--- src/design/svpm_pkg.sv ---
// Shared types and constants for the servo position move controller.
// Used by svpm_cfg, svpm_step and servo_position_move_controller; no dependencies.
`default_nettype none

package svpm_pkg;

  localparam int unsigned AngleW   = 12;
  localparam int unsigned SpeedW   = 7;
  localparam int unsigned TimeoutW = 16;
  localparam int unsigned TickW    = 8;
  localparam int unsigned DeadW    = 8;
  localparam int unsigned DriveW   = 8;
  localparam int unsigned ElapsedW = 17;
  localparam int unsigned CfgIdxW  = 3;
  localparam int unsigned CfgDataW = 16;

  // Register indexes of the configuration port.
  localparam logic [CfgIdxW-1:0] CFG_TARGET_ANGLE   = 3'd0;
  localparam logic [CfgIdxW-1:0] CFG_MAX_SPEED      = 3'd1;
  localparam logic [CfgIdxW-1:0] CFG_TIMEOUT_MS     = 3'd2;
  localparam logic [CfgIdxW-1:0] CFG_TICK_PERIOD_MS = 3'd3;
  localparam logic [CfgIdxW-1:0] CFG_DEADBAND       = 3'd4;
  localparam logic [CfgIdxW-1:0] CFG_LOCK_DRIVE     = 3'd5;

  // Request codes.
  localparam logic REQ_START = 1'b0;
  localparam logic REQ_TICK  = 1'b1;

  // Register reset values.
  localparam logic [AngleW-1:0]   TargetReset  = 12'd0;
  localparam logic [SpeedW-1:0]   SpeedReset   = 7'd127;
  localparam logic [TimeoutW-1:0] TimeoutReset = 16'd1000;
  localparam logic [TickW-1:0]    TickReset    = 8'd10;
  localparam logic [DeadW-1:0]    DeadReset    = 8'd10;
  localparam logic [DriveW-1:0]   LockReset    = 8'hF6;

  // ceil(2^16 / 5): x*Recip5 >> 16 equals x/5 exactly for x below 16384.
  localparam logic [14:0] Recip5 = 15'd13108;

  typedef enum logic [1:0] {
    EXIT_REACHED   = 2'd0,
    EXIT_TIMEOUT   = 2'd1,
    EXIT_OVERSHOOT = 2'd2
  } exit_reason_e;

  typedef struct packed {
    logic [AngleW-1:0]   target_angle;
    logic [SpeedW-1:0]   max_speed;
    logic [TimeoutW-1:0] timeout_ms;
    logic [TickW-1:0]    tick_period_ms;
    logic [DeadW-1:0]    deadband;
    logic [DriveW-1:0]   lock_drive;
  } cfg_t;

  typedef struct packed {
    logic                moving;
    logic                move_down;
    logic [ElapsedW-1:0] elapsed_ms;
  } move_state_t;

  typedef struct packed {
    logic [DriveW-1:0] motor_drive;
    logic              drive_valid;
    logic              busy_res;
    logic              finished;
    exit_reason_e      exit_reason;
  } result_t;

endpackage

`default_nettype wire

--- src/design/svpm_cfg.sv ---
// Configuration register file of the servo position move controller.
// Depends on svpm_pkg.
`default_nettype none

module svpm_cfg (
  input  wire logic                            clk_i,
  input  wire logic                            rst_ni,
  input  wire logic                            cfg_we_i,
  input  wire logic [svpm_pkg::CfgIdxW-1:0]    cfg_idx_i,
  input  wire logic [svpm_pkg::CfgDataW-1:0]   cfg_data_i,
  output svpm_pkg::cfg_t                       cfg_o
);

  svpm_pkg::cfg_t cfg_q;

  always_ff @(posedge clk_i or negedge rst_ni) begin
    if (!rst_ni) begin
      cfg_q.target_angle   <= svpm_pkg::TargetReset;
      cfg_q.max_speed      <= svpm_pkg::SpeedReset;
      cfg_q.timeout_ms     <= svpm_pkg::TimeoutReset;
      cfg_q.tick_period_ms <= svpm_pkg::TickReset;
      cfg_q.deadband       <= svpm_pkg::DeadReset;
      cfg_q.lock_drive     <= svpm_pkg::LockReset;
    end else if (cfg_we_i) begin
      case (cfg_idx_i)
        svpm_pkg::CFG_TARGET_ANGLE:   cfg_q.target_angle   <= cfg_data_i[svpm_pkg::AngleW-1:0];
        svpm_pkg::CFG_MAX_SPEED:      cfg_q.max_speed      <= cfg_data_i[svpm_pkg::SpeedW-1:0];
        svpm_pkg::CFG_TIMEOUT_MS:     cfg_q.timeout_ms     <= cfg_data_i[svpm_pkg::TimeoutW-1:0];
        svpm_pkg::CFG_TICK_PERIOD_MS: cfg_q.tick_period_ms <= cfg_data_i[svpm_pkg::TickW-1:0];
        svpm_pkg::CFG_DEADBAND:       cfg_q.deadband       <= cfg_data_i[svpm_pkg::DeadW-1:0];
        svpm_pkg::CFG_LOCK_DRIVE:     cfg_q.lock_drive     <= cfg_data_i[svpm_pkg::DriveW-1:0];
        default: ;
      endcase
    end
  end

  assign cfg_o = cfg_q;

endmodule

`default_nettype wire

--- src/design/svpm_step.sv ---
// Combinational control step: error, deadband, drive scaling and end-of-move tests.
// Depends on svpm_pkg.
`default_nettype none

module svpm_step (
  input  wire svpm_pkg::cfg_t                 cfg_i,
  input  wire svpm_pkg::move_state_t          state_i,
  input  wire logic                           req_type_i,
  input  wire logic [svpm_pkg::AngleW-1:0]    sample_i,
  input  wire logic                           inhibit_i,
  output svpm_pkg::result_t                   result_o,
  output svpm_pkg::move_state_t               state_o
);

  logic                   is_start;
  logic                   do_step;
  logic                   move_down;
  logic [16:0]            elapsed;
  logic signed [12:0]     err;
  logic [12:0]            err_neg;
  logic [11:0]            mag;
  logic                   in_dead;
  logic [13:0]            mag4;
  logic [28:0]            prod;
  logic [11:0]            quot;
  logic [6:0]             drive_mag;
  logic [7:0]             drive;
  logic                   is_timeout;
  logic                   is_over;
  logic                   ends;
  logic [17:0]            elapsed_sum;
  logic [16:0]            elapsed_next;
  svpm_pkg::exit_reason_e reason;

  always_comb begin
    is_start  = (req_type_i == svpm_pkg::REQ_START);
    do_step   = is_start ? !inhibit_i : state_i.moving;
    move_down = is_start ? (sample_i > cfg_i.target_angle) : state_i.move_down;
    elapsed   = is_start ? '0 : state_i.elapsed_ms;

    err     = $signed({1'b0, cfg_i.target_angle}) - $signed({1'b0, sample_i});
    err_neg = 13'(-err);
    mag     = err[12] ? err_neg[11:0] : err[11:0];
    // An exact match counts as zero error even when the deadband is zero.
    in_dead = (mag == 12'd0) || ({1'b0, mag} < {5'b0, cfg_i.deadband});

    // |err|*4/5 by reciprocal multiplication; truncation of the magnitude
    // matches truncation toward zero of the signed quotient.
    mag4      = {mag, 2'b00};
    prod      = {15'b0, mag4} * {14'b0, svpm_pkg::Recip5};
    quot      = prod[27:16];
    drive_mag = (quot > {5'b0, cfg_i.max_speed}) ? cfg_i.max_speed : quot[6:0];
    drive     = err[12] ? 8'(-{1'b0, drive_mag}) : {1'b0, drive_mag};

    is_timeout = (elapsed > {1'b0, cfg_i.timeout_ms});
    is_over    = move_down ? (sample_i < cfg_i.target_angle)
                           : (sample_i > cfg_i.target_angle);
    ends       = in_dead || is_timeout || is_over;

    if (in_dead) begin
      reason = svpm_pkg::EXIT_REACHED;
    end else if (is_timeout) begin
      reason = svpm_pkg::EXIT_TIMEOUT;
    end else begin
      reason = svpm_pkg::EXIT_OVERSHOOT;
    end

    elapsed_sum  = {1'b0, elapsed} + {10'b0, cfg_i.tick_period_ms};
    elapsed_next = elapsed_sum[17] ? '1 : elapsed_sum[16:0];

    result_o.motor_drive = '0;
    result_o.drive_valid = 1'b0;
    result_o.busy_res    = state_i.moving;
    result_o.finished    = 1'b0;
    result_o.exit_reason = svpm_pkg::EXIT_REACHED;
    state_o              = state_i;

    if (do_step) begin
      result_o.drive_valid = 1'b1;
      result_o.busy_res    = !ends;
      state_o.moving       = !ends;
      state_o.move_down    = move_down;
      if (ends) begin
        result_o.motor_drive = cfg_i.lock_drive;
        result_o.finished    = 1'b1;
        result_o.exit_reason = reason;
        state_o.elapsed_ms   = elapsed;
      end else begin
        result_o.motor_drive = drive;
        state_o.elapsed_ms   = elapsed_next;
      end
    end
  end

endmodule

`default_nettype wire

--- src/design/servo_position_move_controller.sv ---
// Top level of the servo position move controller: input register, control step,
// result register and move state. Depends on svpm_pkg, svpm_cfg and svpm_step.
//
//   Channel   Direction  Handshake                  Payload
//   in        sink       in_valid_i / in_stall_o    req_type, sensor_angle, start_inhibit
//   out       source     out_valid_o / out_stall_i  motor_drive, drive_valid, busy_res,
//                                                   finished, exit_reason
//   cfg       sink       cfg_we_i                   cfg_idx_i, cfg_data_i
//
// One transaction per cycle while the output is not stalled; an input transaction is held
// in the input register, passes through the step into the result register and is taken
// from there by the output handshake.
// The move state is updated as an item passes from the input register to the
// result register, so consecutive items see each other's effects.
// Reset clears the handshake and move state and loads the register defaults.
// A stall on the output holds the result register and then backs up into the
// input register; in_stall_o rises only when both are full and the output is stalled.
`default_nettype none

module servo_position_move_controller (
  input  wire logic                           clk_i,
  input  wire logic                           rst_ni,
  input  wire logic                           cfg_we_i,
  input  wire logic [svpm_pkg::CfgIdxW-1:0]   cfg_idx_i,
  input  wire logic [svpm_pkg::CfgDataW-1:0]  cfg_data_i,
  input  wire logic                           in_valid_i,
  output logic                                in_stall_o,
  input  wire logic                           req_type_i,
  input  wire logic [svpm_pkg::AngleW-1:0]    sensor_angle_i,
  input  wire logic                           start_inhibit_i,
  output logic                                out_valid_o,
  input  wire logic                           out_stall_i,
  output logic signed [svpm_pkg::DriveW-1:0]  motor_drive_o,
  output logic                                drive_valid_o,
  output logic                                busy_res_o,
  output logic                                finished_o,
  output logic [1:0]                          exit_reason_o
);

  svpm_pkg::cfg_t        cfg;
  svpm_pkg::move_state_t state_q;
  svpm_pkg::move_state_t state_d;
  svpm_pkg::result_t     result_d;
  svpm_pkg::result_t     result_q;

  logic                        s1_valid_q;
  logic                        s1_req_q;
  logic [svpm_pkg::AngleW-1:0] s1_sample_q;
  logic                        s1_inhibit_q;
  logic                        out_valid_q;
  logic                        advance;
  logic                        in_accept;

  svpm_cfg u_cfg (
    .clk_i      (clk_i),
    .rst_ni     (rst_ni),
    .cfg_we_i   (cfg_we_i),
    .cfg_idx_i  (cfg_idx_i),
    .cfg_data_i (cfg_data_i),
    .cfg_o      (cfg)
  );

  svpm_step u_step (
    .cfg_i      (cfg),
    .state_i    (state_q),
    .req_type_i (s1_req_q),
    .sample_i   (s1_sample_q),
    .inhibit_i  (s1_inhibit_q),
    .result_o   (result_d),
    .state_o    (state_d)
  );

  assign advance    = s1_valid_q && (!out_valid_q || !out_stall_i);
  assign in_stall_o = s1_valid_q && !advance;
  assign in_accept  = in_valid_i && !in_stall_o;

  always_ff @(posedge clk_i or negedge rst_ni) begin
    if (!rst_ni) begin
      s1_valid_q <= 1'b0;
    end else if (in_accept) begin
      s1_valid_q <= 1'b1;
    end else if (advance) begin
      s1_valid_q <= 1'b0;
    end
  end

  always_ff @(posedge clk_i) begin
    if (in_accept) begin
      s1_req_q     <= req_type_i;
      s1_sample_q  <= sensor_angle_i;
      s1_inhibit_q <= start_inhibit_i;
    end
  end

  always_ff @(posedge clk_i or negedge rst_ni) begin
    if (!rst_ni) begin
      out_valid_q <= 1'b0;
      state_q     <= '0;
    end else if (advance) begin
      out_valid_q <= 1'b1;
      state_q     <= state_d;
    end else if (!out_stall_i) begin
      out_valid_q <= 1'b0;
    end
  end

  always_ff @(posedge clk_i) begin
    if (advance) begin
      result_q <= result_d;
    end
  end

  assign out_valid_o   = out_valid_q;
  assign motor_drive_o = result_q.motor_drive;
  assign drive_valid_o = result_q.drive_valid;
  assign busy_res_o    = result_q.busy_res;
  assign finished_o    = result_q.finished;
  assign exit_reason_o = result_q.exit_reason;

endmodule

`default_nettype wire

--- config.mk ---
export PLATFORM = sky130hd
export DESIGN_NAME = servo_position_move_controller
export DESIGN_NICKNAME = d
export VERILOG_FILES = /design/src/design/svpm_pkg.sv /design/src/design/svpm_cfg.sv /design/src/design/svpm_step.sv /design/src/design/servo_position_move_controller.sv
export SDC_FILE = /design/constraint.sdc
export NUM_CORES = 1
export LEC_CHECK = 0
export BUFFER_PORTS_ARGS = -buffer_cell sky130_fd_sc_hd__buf_4
export CAP_MARGIN = 10
export CELL_PAD_IN_SITES_DETAIL_PLACEMENT = 1
export CELL_PAD_IN_SITES_GLOBAL_PLACEMENT = 1
export CORE_MARGIN = 1.5
export CORE_UTILIZATION = 53
export CTS_BUF_LIST = sky130_fd_sc_hd__clkbuf_16
export DETAILED_ROUTE_END_ITERATION = 8
export PLACE_DENSITY_LB_ADDON = 0.1
export SYNTH_ARGS = -nofsm -noshare
export SYNTH_HDL_FRONTEND = slang
export SYNTH_SLANG_ARGS = --single-unit
--- constraint.sdc ---
create_clock -name clk_i -period 22.5 [get_ports clk_i]
set_input_delay 3.375 -clock clk_i [delete_from_list [all_inputs] [get_ports clk_i]]
set_output_delay 3.375 -clock clk_i [all_outputs]
set_load 0.02 [all_outputs]
==> run_results.csv <==
group,metric,value,unit
status,status,"finished, final reports clean",
clock_network,cts-buffers-inserted,9,
synth,ys_types,75,
layout,antenna-diode-count,0,
detailed_routing,drc,0,
clock_network,cts_buffer_depth,2,
floorplan,num_rows,48,
timing,slew_viol_final,0,
synth,synth.avg_cell_area,9.50,um^2
floorplan,ios,53,
critical_path,r2r_start,"u_cfg.cfg_o[47]$_DFFE_PN0P_",
worst_hold_path,hold_path_startpoint,"state_q[4]$_DFFE_PN0P_",
clock_network,post_cts_buffers,0,
global_routing,grt_antenna_before_repair,0,
critical_path,critPathKind,"reg2reg",
critical_path,cp_slowest_stage_delay,600,ps
timing,setup_viol,0,
critical_path,reg2reg_depth,34,
detailed_routing,ant_nets,0,
worst_hold_path,hold_class,"reg2reg",
timing,fin_skew,12.4,ps
timing,max-slew-margin-rel,18.5,%
critical_path,ff2ff_setup_slack,13120,ps
placement,port_buffers,52,
synth,ys.flop_type,"dfrtp_1",
synth,yosys.area.top_type,"ha_1",
timing,worst_pin_slew,1220,ps
clock_network,cts-root-buf,"clkbuf_16",
floorplan,core,17400,um^2
worst_hold_path,hold_end,"state_q[4]$_DFFE_PN0P_",
floorplan,fp.dieW,137,um
floorplan,die_y,137,um
synth,synthArstFlopShare,74.8,%
global_routing,grt_start_max_net_pins,81,
layout,regArea,2840,um^2
critical_path,cp-end-kind,"register",
worst_hold_path,hold_depth,1,
detailed_routing,wl,24.7,mm
critical_path,arrival,9470,ps
layout,multi_input_area,5940,um^2
synth,synth_edf_count,27,
critical_path,worstSetupStartpointType,"register",
detailed_routing,vias_per_cell,5.76,
clock_network,path_clk_slew,80,ps
layout,drive_above_1_share,13.8,%
clock_network,clock_sinks,107,
placement,gp_congestion,0.890,
floorplan,start_util,54.5,%
detailed_routing,firstDrtPassIters,5,
layout,fin_nets,1267,
synth,synthesis.nets,1217,
synth,post_synth_main_area_contributors,"ha_1 19%, dfrtp_1 15%, edfxtp_1 8.5%",
global_routing,overflow,0,
critical_path,path_common_cell,"inv_1",
timing,finalCritPeriodShare,41.7,%
clock_network,clock_latency,360,ps
critical_path,rr_endpoint,"motor_drive_o[7]$_SDFFCE_PP0P_",
detailed_routing,drtIter0Drc,353,
timing,grt_setup_unrepaired,"false",
run,maxCapViolCount,0,
detailed_routing,vias,7367,
critical_path,path_max_fanout,16,
timing,hold_viol,0,
synth,ys_seq_area_share,29.9,%
clock_network,cts_max_level,3,
placement,dpl.hpwl,20.2,mm
synth,netlist_instances,999,
clock_network,ctsResizeCount,0,
synth,netlist.area_leader.share,18.6,%
synth,yosysWarnings,0,
clock_network,cts_tree,"done",
synth,netlist_area,9490,um^2
global_routing,track_usage,27.7,%
timing,fmax,107,MHz
clock_network,ctsHoldBuffers,0,
timing,finalCriticalPeriod,9380,ps
floorplan,die-area,18700,um^2
layout,fillers,1987,
critical_path,worstPathRequired,22590,ps
critical_path,critPathSlowestCell,"xnor2_1",
detailed_routing,wl_per_cell,19.3,um
global_routing,grt_pass1_wl,39.7,mm
timing,fin_setup_tns,0,ps
global_routing,grt_pass1_vias,7599,
synth,ys_ff_latch,107,
layout,area_delta_synth_final,9.72,%
[registers in the layout, indices dropped and copies added (netlist names)]
name / count
busy_res_o: 1
drive_valid_o: 1
exit_reason_o: 2
finished_o: 1
motor_drive_o: 8
out_valid_o: 1
s1_inhibit_q: 1
s1_req_q: 1
s1_sample_q: 12
s1_valid_q: 1
state_q: 19
u_cfg.cfg_o: 59
[how the worst max path moves through the flow]
stage,startpoint,to,slack (ps),cells after the start
floorplan,u_cfg.cfg_o[53]$_DFFE_PN0P_,motor_drive_o[2]$_SDFFCE_PP0P_,14560,31
global placement,s1_sample_q[0]$_DFFE_PP_,motor_drive_o[7]$_SDFFCE_PP0P_,13390,33
finish,u_cfg.cfg_o[47]$_DFFE_PN0P_,motor_drive_o[7]$_SDFFCE_PP0P_,13120,34
global route,u_cfg.cfg_o[47]$_DFFE_PN0P_,motor_drive_o[7]$_SDFFCE_PP0P_,12420,34
detailed placement,u_cfg.cfg_o[47]$_DFFE_PN0P_,motor_drive_o[7]$_SDFFCE_PP0P_,13180,34
CTS,u_cfg.cfg_o[47]$_DFFE_PN0P_,motor_drive_o[7]$_SDFFCE_PP0P_,13140,34
[cell usage after synthesis, types with 8 or more instances]
cell type / number
a21oi_1: 47
a211oi_1: 9
edfxtp_1: 27
dfstp_2: 23
dfrtp_1: 57
o21ai_0: 60
xor2_1: 20
ha_1: 141
inv_1: 168
nand2_1: 78
a22o_1: 9
a21o_1: 21
fa_1: 39
nor3_1: 15
nor2b_1: 8
mux2_2: 31
nand4_1: 10
nand3_1: 14
and3_1: 10
nor2_1: 35
nand2b_1: 11
xnor2_1: 26
clkbuf_1: 15
and2_1: 19
[per-layer routing]
metal,up-vias,wire length (um),global-route usage (%)
met3,19,875,3.78
li1,3554,-,-
met5,-,0,0
met2,117,11600,46.0
met1,3677,11900,39.4
met4,0,279,4.33
[cells in the final DEF, fill, tap and decap left out, types with 7 or more instances in the layout]
cell type,instances
o211ai_1,7
nand2_1,78
edfxtp_1,27
mux2_2,31
a211oi_1,9
a21o_1,21
a21oi_1,47
inv_1,168
dfstp_2,23
nor2_1,35
fa_1,39
o21ai_0,60
nor2b_1,8
dfrtp_1,57
ha_1,141
buf_4,57
xnor2_1,26
a22o_1,9
nor3_1,14
nand3_1,14
xor2_1,20
and3_1,10
and2_1,19
nand4_1,10
nand2b_1,11
clkbuf_16,9
[area by class of cell]
type	instances	share of cell area [%]
repair buffers	57	4.11
well taps	225	2.70
flip-flops and latches	107	27.3
clock buffers	9	2.16
multi-input cells	705	57.1
clock inverters	7	0.577
inverters	169	6.09
[stage by stage]
stage	instance area, um^2	cells	setup WS, ps	util [%]	hold WS [ps]
2_1_floorplan	9490	999	14560	-	449
3_3_place_gp	10100	1263	13390	58.1	481
3_5_place_dp	10100	1263	13180	58.1	476
4_1_cts	10400	1279	13140	59.8	505
5_1_grt	10400	1279	12420	59.8	515
6_report	10400	1279	13120	59.8	510
[worst max-delay path: cells and delay by family (launching register included)]
family          cells  cell delay (ps)
fa+ha+maj           9             3700
simple gates        7             1770
buf+inv             7              560
flops               1              340
compound gates      8             1640
xor+xnor            3             1100
[cells by family (layout without fill, tap and decap cells)]
kind of cell               after synthesis  count (layout)  share of synthesized area [%]
DFF                                    107             107                           29.9
and+or+nand+nor                        231             231                           12.4
AOI/OAI and AO/OA                      211             211                           14.6
muxes                                   36              36                           4.26
adders and majority gates              180             180                           26.8
xor gates and xnor gates                47              47                           4.42
buffers and inverters                  187             242                           7.56
Power is not shown: default switching activity piles up to over one toggle a cycle in this logic, so the estimate is an artifact.
